## src/swam_pkg.sv

```systemverilog
`default_nettype none

package swam_pkg;

    localparam logic [1:0] STATUS_OK      = 2'd0;
    localparam logic [1:0] STATUS_UNKNOWN = 2'd1;
    localparam logic [1:0] STATUS_FULL    = 2'd2;

    localparam logic ACTION_REGISTER = 1'b0;
    localparam logic ACTION_READING  = 1'b1;

    localparam logic CFG_MAX_TEMP = 1'b0;
    localparam logic CFG_MIN_TEMP = 1'b1;

    localparam logic signed [15:0] MAX_TEMP_RESET = 16'sd7680;
    localparam logic signed [15:0] MIN_TEMP_RESET = 16'sd2560;

    localparam logic [63:0] FNV_PRODUCT = 64'd2166136261 * 64'd16777619;
    localparam logic [31:0] HOME_HASH   = FNV_PRODUCT[31:0];

    typedef struct packed {
        logic clr_write;
        logic load_in;
        logic hash_step;
        logic probe_next;
        logic write_reg;
        logic write_read;
        logic set_fail;
        logic acc_step;
        logic div_start;
        logic div_step;
        logic out_load;
    } swam_cmd_t;

    typedef struct packed {
        logic clr_last;
        logic hash_done;
        logic action;
        logic slot_free;
        logic key_match;
        logic probe_last;
        logic acc_done;
        logic div_done;
        logic out_free;
    } swam_sts_t;

endpackage

`default_nettype wire

```

## src/sensor_window_average_monitor.sv

```systemverilog
// A request is accepted and hashed to a home slot; then slots are probed one by
// one (a read, then a check) until a free slot or a matching key is found or
// every slot has been probed. A known reading then sums the stored readings and
// divides by their count, and last the output is loaded. A new request is taken
// only once the previous result is loaded, even while it waits at the output.
// After reset the block clears every slot of the table before it accepts a
// request; thresholds return to their reset values at once.
`default_nettype none

module sensor_window_average_monitor #(
    parameter int TABLE_SLOTS = 32,
    parameter int WINDOW_LEN  = 5
) (
    input  wire logic               aclk,
    input  wire logic               aresetn,
    input  wire logic               s_valid,
    output logic                    s_ready,
    input  wire logic               s_action,
    input  wire logic [15:0]        s_sensor_id,
    input  wire logic [15:0]        s_room_number,
    input  wire logic signed [15:0] s_reading_value,
    input  wire logic [31:0]        s_reading_time,
    output logic                    m_valid,
    input  wire logic               m_ready,
    output logic [1:0]              m_status,
    output logic [15:0]             m_echoed_id,
    output logic [15:0]             m_room_of_sensor,
    output logic signed [15:0]      m_window_average,
    output logic                    m_too_hot,
    output logic                    m_too_cold,
    output logic [31:0]             m_newest_time,
    output logic [5:0]              m_known_sensors,
    input  wire logic               cfg_we,
    input  wire logic               cfg_index,
    input  wire logic [15:0]        cfg_wdata
);
    import swam_pkg::*;

    swam_cmd_t cmd;
    swam_sts_t sts;

    swam_controller u_ctrl (
        .aclk    (aclk),
        .aresetn (aresetn),
        .s_valid (s_valid),
        .s_ready (s_ready),
        .cmd     (cmd),
        .sts     (sts)
    );

    swam_datapath #(
        .TABLE_SLOTS (TABLE_SLOTS),
        .WINDOW_LEN  (WINDOW_LEN)
    ) u_dp (
        .aclk             (aclk),
        .aresetn          (aresetn),
        .cmd              (cmd),
        .sts              (sts),
        .s_action         (s_action),
        .s_sensor_id      (s_sensor_id),
        .s_room_number    (s_room_number),
        .s_reading_value  (s_reading_value),
        .s_reading_time   (s_reading_time),
        .cfg_we           (cfg_we),
        .cfg_index        (cfg_index),
        .cfg_wdata        (cfg_wdata),
        .m_ready          (m_ready),
        .m_valid          (m_valid),
        .m_status         (m_status),
        .m_echoed_id      (m_echoed_id),
        .m_room_of_sensor (m_room_of_sensor),
        .m_window_average (m_window_average),
        .m_too_hot        (m_too_hot),
        .m_too_cold       (m_too_cold),
        .m_newest_time    (m_newest_time),
        .m_known_sensors  (m_known_sensors)
    );

endmodule

`default_nettype wire

```

## src/swam_datapath.sv

```systemverilog
`default_nettype none

module swam_datapath #(
    parameter int TABLE_SLOTS = 32,
    parameter int WINDOW_LEN  = 5
) (
    input  wire logic                aclk,
    input  wire logic                aresetn,
    input  wire swam_pkg::swam_cmd_t cmd,
    output swam_pkg::swam_sts_t      sts,
    input  wire logic                s_action,
    input  wire logic [15:0]         s_sensor_id,
    input  wire logic [15:0]         s_room_number,
    input  wire logic signed [15:0]  s_reading_value,
    input  wire logic [31:0]         s_reading_time,
    input  wire logic                cfg_we,
    input  wire logic                cfg_index,
    input  wire logic [15:0]         cfg_wdata,
    input  wire logic                m_ready,
    output logic                     m_valid,
    output logic [1:0]               m_status,
    output logic [15:0]              m_echoed_id,
    output logic [15:0]              m_room_of_sensor,
    output logic signed [15:0]       m_window_average,
    output logic                     m_too_hot,
    output logic                     m_too_cold,
    output logic [31:0]              m_newest_time,
    output logic [5:0]               m_known_sensors
);
    import swam_pkg::*;

    localparam int IDX_W   = (TABLE_SLOTS > 1) ? $clog2(TABLE_SLOTS) : 1;
    localparam int R_W     = $clog2(TABLE_SLOTS + 1) + 1;
    localparam int CNT_W   = $clog2(TABLE_SLOTS + 1);
    localparam int FILL_W  = $clog2(WINDOW_LEN + 1);
    localparam int REM_W   = FILL_W + 1;
    localparam int ROW_W   = WINDOW_LEN * 16;
    localparam int SUM_W   = 16 + FILL_W;
    localparam int DCNT_W  = $clog2(SUM_W);
    localparam int SLOT_W  = 33;
    localparam int SHIFT_W = 16 + $clog2(TABLE_SLOTS);
    localparam logic [63:0] RECIP_FULL =
        ((64'd1 << SHIFT_W) + 64'(TABLE_SLOTS) - 64'd1) / 64'(TABLE_SLOTS);
    localparam logic [16:0] RECIP = RECIP_FULL[16:0];
    localparam logic [63:0] HI_PART_FULL =
        {32'd0, HOME_HASH[31:16], 16'd0} % 64'(TABLE_SLOTS);
    localparam logic [R_W-1:0] HI_PART = R_W'(HI_PART_FULL);
    localparam logic [15:0] HASH_LO = HOME_HASH[15:0];

    logic                    action_reg;
    logic [15:0]             id_reg;
    logic [15:0]             room_in_reg;
    logic [15:0]             val_reg;
    logic [31:0]             time_reg;

    logic [15:0]             lo_reg;
    logic [3:0]              hcnt_reg;
    logic [32:0]             hprod_reg;
    logic [15:0]             hquot;
    logic [15:0]             hback;
    logic [R_W-1:0]          hrem_reg;
    logic [R_W-1:0]          hsum;
    logic [R_W-1:0]          hash_mod;

    logic [IDX_W-1:0]        idx_reg;
    logic [IDX_W-1:0]        idx_inc;
    logic [CNT_W-1:0]        pcnt_reg;

    logic [SLOT_W-1:0]       slot_mem [TABLE_SLOTS];
    logic [FILL_W-1:0]       fill_mem [TABLE_SLOTS];
    logic [ROW_W-1:0]        hist_mem [TABLE_SLOTS];
    logic [SLOT_W-1:0]       slot_rd;
    logic [FILL_W-1:0]       fill_rd;
    logic [ROW_W-1:0]        hist_rd;

    logic [ROW_W-1:0]        row_next;
    logic [FILL_W-1:0]       fill_next;
    logic [ROW_W-1:0]        row_reg;
    logic [FILL_W-1:0]       kcnt_reg;
    logic signed [SUM_W-1:0] sum_reg;

    logic [FILL_W-1:0]       div_reg;
    logic [SUM_W-1:0]        mag_reg;
    logic                    neg_reg;
    logic [REM_W-1:0]        drem_reg;
    logic [REM_W-1:0]        div_t;
    logic                    div_ge;
    logic [DCNT_W-1:0]       dcnt_reg;

    logic [1:0]              res_status_reg;
    logic [15:0]             res_room_reg;
    logic [31:0]             res_time_reg;
    logic                    res_avg_en_reg;
    logic [5:0]              used_count_reg;
    logic signed [15:0]      max_temp_reg;
    logic signed [15:0]      min_temp_reg;

    logic [15:0]             quot;
    logic signed [15:0]      avg;

    logic                    m_valid_reg;
    logic [1:0]              m_status_reg;
    logic [15:0]             m_echoed_id_reg;
    logic [15:0]             m_room_reg;
    logic signed [15:0]      m_avg_reg;
    logic                    m_hot_reg;
    logic                    m_cold_reg;
    logic [31:0]             m_time_reg;
    logic [5:0]              m_known_reg;

    assign hquot    = 16'(hprod_reg >> SHIFT_W);
    assign hback    = 16'(32'(hquot) * 32'(TABLE_SLOTS));
    assign hsum     = hrem_reg + HI_PART;
    assign hash_mod = (hsum >= R_W'(TABLE_SLOTS)) ? hsum - R_W'(TABLE_SLOTS) : hsum;
    assign idx_inc  = (idx_reg == IDX_W'(TABLE_SLOTS - 1)) ? '0 : idx_reg + 1'b1;

    assign row_next  = (hist_rd << 16) | ROW_W'(val_reg);
    assign fill_next = (fill_rd < FILL_W'(WINDOW_LEN)) ? fill_rd + 1'b1 : fill_rd;

    assign div_t  = {drem_reg[REM_W-2:0], mag_reg[SUM_W-1]};
    assign div_ge = div_t >= REM_W'(div_reg);

    assign quot = mag_reg[15:0];
    assign avg  = neg_reg ? -$signed(quot) : $signed(quot);

    always_comb begin
        sts.clr_last   = idx_reg == IDX_W'(TABLE_SLOTS - 1);
        sts.hash_done  = hcnt_reg == 4'd2;
        sts.action     = action_reg;
        sts.slot_free  = !slot_rd[32];
        sts.key_match  = slot_rd[31:16] == id_reg;
        sts.probe_last = pcnt_reg == CNT_W'(TABLE_SLOTS - 1);
        sts.acc_done   = kcnt_reg == FILL_W'(1);
        sts.div_done   = dcnt_reg == DCNT_W'(SUM_W - 1);
        sts.out_free   = !m_valid_reg || m_ready;
    end

    always_ff @(posedge aclk) begin
        if (cmd.load_in) begin
            action_reg  <= s_action;
            id_reg      <= s_sensor_id;
            room_in_reg <= s_room_number;
            val_reg     <= s_reading_value;
            time_reg    <= s_reading_time;
            lo_reg      <= s_sensor_id ^ HASH_LO;
        end else if (cmd.hash_step) begin
            hprod_reg <= 33'(lo_reg) * 33'(RECIP);
            hrem_reg  <= R_W'(lo_reg - hback);
        end
    end

    always_ff @(posedge aclk) begin
        if (!aresetn) begin
            hcnt_reg <= '0;
            idx_reg  <= '0;
            pcnt_reg <= '0;
        end else begin
            if (cmd.load_in) begin
                hcnt_reg <= '0;
            end else if (cmd.hash_step) begin
                hcnt_reg <= hcnt_reg + 1'b1;
            end
            if (cmd.clr_write || cmd.probe_next) begin
                idx_reg <= idx_inc;
            end else if (cmd.hash_step && sts.hash_done) begin
                idx_reg <= hash_mod[IDX_W-1:0];
            end
            if (cmd.hash_step) begin
                pcnt_reg <= '0;
            end else if (cmd.probe_next) begin
                pcnt_reg <= pcnt_reg + 1'b1;
            end
        end
    end

    always_ff @(posedge aclk) begin
        if (cmd.clr_write) begin
            slot_mem[idx_reg] <= '0;
        end else if (cmd.write_reg) begin
            slot_mem[idx_reg] <= {1'b1, id_reg, room_in_reg};
        end
        slot_rd <= slot_mem[idx_reg];
    end

    always_ff @(posedge aclk) begin
        if (cmd.write_reg) begin
            fill_mem[idx_reg] <= '0;
        end else if (cmd.write_read) begin
            fill_mem[idx_reg] <= fill_next;
        end
        fill_rd <= fill_mem[idx_reg];
    end

    always_ff @(posedge aclk) begin
        if (cmd.write_read) begin
            hist_mem[idx_reg] <= row_next;
        end
        hist_rd <= hist_mem[idx_reg];
    end

    always_ff @(posedge aclk) begin
        if (cmd.write_read) begin
            row_reg  <= row_next;
            kcnt_reg <= fill_next;
            div_reg  <= fill_next;
            sum_reg  <= '0;
        end else if (cmd.acc_step) begin
            row_reg  <= row_reg >> 16;
            kcnt_reg <= kcnt_reg - 1'b1;
            sum_reg  <= sum_reg + SUM_W'($signed(row_reg[15:0]));
        end
        if (cmd.div_start) begin
            neg_reg  <= sum_reg[SUM_W-1];
            mag_reg  <= sum_reg[SUM_W-1] ? SUM_W'(-sum_reg) : SUM_W'(sum_reg);
            drem_reg <= '0;
            dcnt_reg <= '0;
        end else if (cmd.div_step) begin
            drem_reg <= div_ge ? div_t - REM_W'(div_reg) : div_t;
            mag_reg  <= {mag_reg[SUM_W-2:0], div_ge};
            dcnt_reg <= dcnt_reg + 1'b1;
        end
    end

    always_ff @(posedge aclk) begin
        if (cmd.load_in) begin
            res_status_reg <= STATUS_OK;
            res_room_reg   <= '0;
            res_time_reg   <= '0;
            res_avg_en_reg <= 1'b0;
        end else if (cmd.set_fail) begin
            res_status_reg <= (action_reg == ACTION_READING) ? STATUS_UNKNOWN : STATUS_FULL;
        end else if (cmd.write_reg) begin
            res_room_reg <= room_in_reg;
        end else if (cmd.write_read) begin
            res_room_reg   <= slot_rd[15:0];
            res_time_reg   <= time_reg;
            res_avg_en_reg <= 1'b1;
        end
    end

    always_ff @(posedge aclk) begin
        if (!aresetn) begin
            used_count_reg <= '0;
            max_temp_reg   <= MAX_TEMP_RESET;
            min_temp_reg   <= MIN_TEMP_RESET;
        end else begin
            if (cmd.write_reg && sts.slot_free) begin
                used_count_reg <= used_count_reg + 1'b1;
            end
            if (cfg_we) begin
                case (cfg_index)
                    CFG_MAX_TEMP: max_temp_reg <= cfg_wdata;
                    CFG_MIN_TEMP: min_temp_reg <= cfg_wdata;
                    default: ;
                endcase
            end
        end
    end

    always_ff @(posedge aclk) begin
        if (!aresetn) begin
            m_valid_reg <= 1'b0;
        end else if (cmd.out_load) begin
            m_valid_reg <= 1'b1;
        end else if (m_ready) begin
            m_valid_reg <= 1'b0;
        end
    end

    always_ff @(posedge aclk) begin
        if (cmd.out_load) begin
            m_status_reg    <= res_status_reg;
            m_echoed_id_reg <= id_reg;
            m_room_reg      <= res_room_reg;
            m_avg_reg       <= res_avg_en_reg ? avg : 16'sd0;
            m_hot_reg       <= res_avg_en_reg && (avg > max_temp_reg);
            m_cold_reg      <= res_avg_en_reg && (avg < min_temp_reg);
            m_time_reg      <= res_time_reg;
            m_known_reg     <= used_count_reg;
        end
    end

    assign m_valid          = m_valid_reg;
    assign m_status         = m_status_reg;
    assign m_echoed_id      = m_echoed_id_reg;
    assign m_room_of_sensor = m_room_reg;
    assign m_window_average = m_avg_reg;
    assign m_too_hot        = m_hot_reg;
    assign m_too_cold       = m_cold_reg;
    assign m_newest_time    = m_time_reg;
    assign m_known_sensors  = m_known_reg;

endmodule

`default_nettype wire

```

## src/swam_controller.sv

```systemverilog
`default_nettype none

module swam_controller (
    input  wire logic                aclk,
    input  wire logic                aresetn,
    input  wire logic                s_valid,
    output logic                     s_ready,
    output swam_pkg::swam_cmd_t      cmd,
    input  wire swam_pkg::swam_sts_t sts
);
    import swam_pkg::*;

    typedef enum logic [8:0] {
        ST_CLEAR = 9'b000000001,
        ST_IDLE  = 9'b000000010,
        ST_HASH  = 9'b000000100,
        ST_READ  = 9'b000001000,
        ST_CHECK = 9'b000010000,
        ST_ACC   = 9'b000100000,
        ST_DIVI  = 9'b001000000,
        ST_DIV   = 9'b010000000,
        ST_OUT   = 9'b100000000
    } state_t;

    state_t state_reg;
    state_t state_next;

    always_comb begin
        state_next = state_reg;
        cmd        = '0;
        s_ready    = 1'b0;
        case (state_reg)
            ST_CLEAR: begin
                cmd.clr_write = 1'b1;
                if (sts.clr_last) begin
                    state_next = ST_IDLE;
                end
            end
            ST_IDLE: begin
                s_ready = 1'b1;
                if (s_valid) begin
                    cmd.load_in = 1'b1;
                    state_next  = ST_HASH;
                end
            end
            ST_HASH: begin
                cmd.hash_step = 1'b1;
                if (sts.hash_done) begin
                    state_next = ST_READ;
                end
            end
            ST_READ: begin
                state_next = ST_CHECK;
            end
            ST_CHECK: begin
                if (sts.slot_free) begin
                    if (sts.action == ACTION_READING) begin
                        cmd.set_fail = 1'b1;
                    end else begin
                        cmd.write_reg = 1'b1;
                    end
                    state_next = ST_OUT;
                end else if (sts.key_match) begin
                    if (sts.action == ACTION_READING) begin
                        cmd.write_read = 1'b1;
                        state_next     = ST_ACC;
                    end else begin
                        cmd.write_reg = 1'b1;
                        state_next    = ST_OUT;
                    end
                end else if (sts.probe_last) begin
                    cmd.set_fail = 1'b1;
                    state_next   = ST_OUT;
                end else begin
                    cmd.probe_next = 1'b1;
                    state_next     = ST_READ;
                end
            end
            ST_ACC: begin
                cmd.acc_step = 1'b1;
                if (sts.acc_done) begin
                    state_next = ST_DIVI;
                end
            end
            ST_DIVI: begin
                cmd.div_start = 1'b1;
                state_next    = ST_DIV;
            end
            ST_DIV: begin
                cmd.div_step = 1'b1;
                if (sts.div_done) begin
                    state_next = ST_OUT;
                end
            end
            ST_OUT: begin
                if (sts.out_free) begin
                    cmd.out_load = 1'b1;
                    state_next   = ST_IDLE;
                end
            end
            default: begin
                state_next = ST_IDLE;
            end
        endcase
    end

    always_ff @(posedge aclk) begin
        if (!aresetn) begin
            state_reg <= ST_CLEAR;
        end else begin
            state_reg <= state_next;
        end
    end

endmodule

`default_nettype wire
```

## config.mk

```make
export PLATFORM = sky130hd
export DESIGN_NAME = sensor_window_average_monitor
export DESIGN_NICKNAME = d
export VERILOG_FILES = /design/src/swam_pkg.sv /design/src/sensor_window_average_monitor.sv /design/src/swam_datapath.sv /design/src/swam_controller.sv
export SDC_FILE = /design/constraint.sdc
export NUM_CORES = 2
export LEC_CHECK = 0
export BUFFER_PORTS_ARGS = -buffer_cell sky130_fd_sc_hd__buf_2
export CORE_MARGIN = 4
export CORE_UTILIZATION = 50
export CTS_CLUSTER_DIAMETER = 120
export DETAILED_ROUTE_END_ITERATION = 8
export HOLD_SLACK_MARGIN = 0.12
export PLACE_DENSITY = 0.66
export SLEW_MARGIN = 10
export SYNTH_ARGS = -nofsm -noshare
export SYNTH_HDL_FRONTEND = slang
export SYNTH_HIERARCHICAL = 1
export SYNTH_SLANG_ARGS = --single-unit
```

## constraint.sdc

```tcl
create_clock -name aclk -period 8.7 [get_ports aclk]
set_input_delay 0 -clock aclk [delete_from_list [all_inputs] [get_ports aclk]]
set_output_delay 0 -clock aclk [all_outputs]
set_load 0.1 [all_outputs]
```

==> metrics.txt <==
Reg clk slew, reported paths=0.06 ns; Yosys top cell area share=74.8%; Sw Share=26.9%; DP Worst Slack=2.40 ns; Clock Latency Late Sink=0.96 ns; Period minus WS final=5.89 ns; via count=70,677; sw power=12,400 uW; Final setup viols=0; Slew headroom=15.3%; Distinct cells, synth=79; ratio of cells with drive above 1 in the final layout=25.6%; PD cells=288 mW/mm^2; Synth Instances=6,537; PortBufs=194; Via density=6.30; syn_nets=6,710; routed wire length=351,000 um; initial core utilization=50.2%; CP Launch Type=register; final-report hold violation count=0; Clock Sinks=3,728; DR pass1 iterations=6; site row count=194; worst vdd ir=0.248 mV; Post-synth EDFFs=3,487; final instance area=0.161 mm^2; Reg with most FFs=u_dp/hist_mem; Area after DPL=0.146 mm^2; Main synth FF type=edfxtp_1; type of the worst setup path=register to register; clock root cell=clkbuf_16; global placer's final weighted congestion=0.787; most common cell in the netlist=edfxtp_1; Die ar.=0.289 mm^2; Arr. time, crit path=6.42 ns; final setup margin=2.81 ns; Int Pwr=33,900 uW; Filler cells=19,976; max cap viols=0; drt initial violations=9,289; core area=0.279 mm^2; synth top area cells=edfxtp_1, mux4_2, dfxtp_1; residual DRC count=0; top cells by count, synth=edfxtp_1, mux4_2, a22oi_1; H-tree depth=5; setup TNS=0 ns; Nets=7,338; Seq pwr share=48.5%; gr usage total=24.2%; Final Skew=0.0746 ns; CP endpoint kind=register; WL/cell=31.3 um; postcts setup bufs=0; sequential share of the synthesized area=78.2%; Avg Inst Size Synth=21.4 um^2; Final ANT Viol Nets=0; crit share post-route=67.7%; I/O pin cnt=195; total power=46,300 uW; TritonCTS buffer count=376; final non-filler cell total=11,221; placed cells=10,294; Hold/Removal Path Class=input port to register; status=finished clean; CTS tree=done; DIE HEIGHT=537 um; Yosys top cell by area=edfxtp_1; first-pass GRT wire length=504,000 um; max-slew violations=0; leakage dissipation=0.0486 uW; max FFs per register=2,048; mapped cell area=0.140 mm^2; Yosys warning count=6; RSZ-0062 raised after global routing=no; DP HPWL=180,000 um; critical path data required time=9.23 ns; combinational power share=17.1%; clock buffer depth=4; worst-margin pin slew=1.27 ns; chip width=537 um; Fmax=0.170 GHz; initial antenna violation count=19; ys async rst share=0%; maximum fanout along the worst path=45; largest registers=u_dp/hist_mem (2048), u_dp/slot_mem (1056), u_dp/fill_mem (96); number of global-route vias before repair=70,393; pin count of the biggest net entering global routing=143; Clk pwr share=34.4%; area grow syn2layout=14.9%; number of synthesized register bits=3,728; total gr overflow=0
==> critical path: stages (launching register included) <==
cell and delay [ns]:
edfxtp_1 0.41, xnor2_1 0.36, nand4_1 0.26, nor4_4 0.81
nand2_1 0.25, nor3_4 0.18, buf_4 0.51, nand2_1 0.63
nor2_4 1.13, buf_4 0.83
==> final timing paths <==
check / start / end / slack [ns] / cells after the start
setup / recovery: u_dp/id_reg[11]$_DFFE_PP_ / u_dp/hist_mem[20][16]$_DFFE_PP_ / 2.81 / 9
hold / removal: cfg_index / u_dp/max_temp_reg[11]$_SDFFE_PN1P_ / 0.21 / 5
setup reg to reg: u_dp/id_reg[11]$_DFFE_PP_ / u_dp/hist_mem[20][16]$_DFFE_PP_ / 2.81 / 9
hold reg to reg: u_dp/res_time_reg[12]$_SDFFE_PP0P_ / u_dp/m_newest_time[12]$_DFFE_PP_ / 0.42 / 0
==> placed cells by master, fill, tap and decap left out, drive strengths merged, types with 12 or more instances in the layout <==
cell type / instances
edfxtp: 3487
mux4: 800
clkbuf: 503
a22oi: 400
buf: 382
dfxtp: 241
dlygate4sd3: 217
nor2: 196
nand2: 180
clkinv: 140
nand4: 118
a21oi: 80
inv: 78
and2: 73
mux2: 68
ha: 68
xnor2: 50
o21ai: 40
mux2i: 34
a21boi: 32
xor2: 31
bufinv: 26
a211oi: 26
nor2b: 21
clkinvlp: 19
a21o: 15
o21a: 14
nor3: 13
nand2b: 12
==> power by group through the flow <==
| stage | sequential [uW] | combinational (uW) | clock (uW) |
|---|---|---|---|
| floorplan | 22500 | 4970 | 0 |
| global placement | 22700 | 7800 | 0 |
| detailed placement | 22800 | 7860 | 0 |
| CTS | 22400 | 7960 | 16200 |
| global route | 22600 | 8400 | 17000 |
| finish | 22400 | 7920 | 15900 |
==> stage by stage <==
stage / util [%] / hold slack, ns
final: 57.6 / 0.208
after global routing: 57.6 / 0.224
after CTS: 57.6 / 0.130
after detailed placement: 52.4 / 0.178
after global placement: 52.4 / 0.176
after floorplan: - / 0.0762
==> cell families after synthesis <==
logic type	Yosys count	share of synthesized area (%)
AO/OA/AOI/OAI	659	3.36
buffers and inverters	411	1.16
flip-flops	3728	78.2
adder cells (fa/ha/maj)	70	0.636
AND/OR/NAND/NOR	686	2.47
XOR/XNOR	81	0.507
multiplexers	902	13.7
==> layer usage <==
layer / share of wire (%) / GRT usage [%] / up-vias
li1: - / - / 28547
met1: 40 / 36.0 / 37604
met4: 2.7 / 6.56 / 0
met5: 0 / 0 / -
met2: 47 / 37.5 / 3975
met3: 10 / 4.14 / 551
==> layout make-up <==
| cell class | instances | area [um^2] | share of cell area [%] |
|---|---|---|---|
| antenna | 6 | 15.0 | 0.00933 |
| clock buffer | 503 | 10400 | 6.46 |
| clock inverter | 201 | 1890 | 1.17 |
| inverter | 62 | 235 | 0.146 |
| multi-input combinational | 2398 | 29400 | 18.3 |
| sequential | 3728 | 110000 | 68.1 |
| tap | 3724 | 4660 | 2.90 |
| timing repair buffer | 599 | 4690 | 2.92 |
==> timing repair <==
action | in CTS | in global routing
hold endpoints to repair | 205 | 0
hold buffers | 217 | 0
gates resized for setup | 0 | 0
Power figures use the tool's default switching activity.
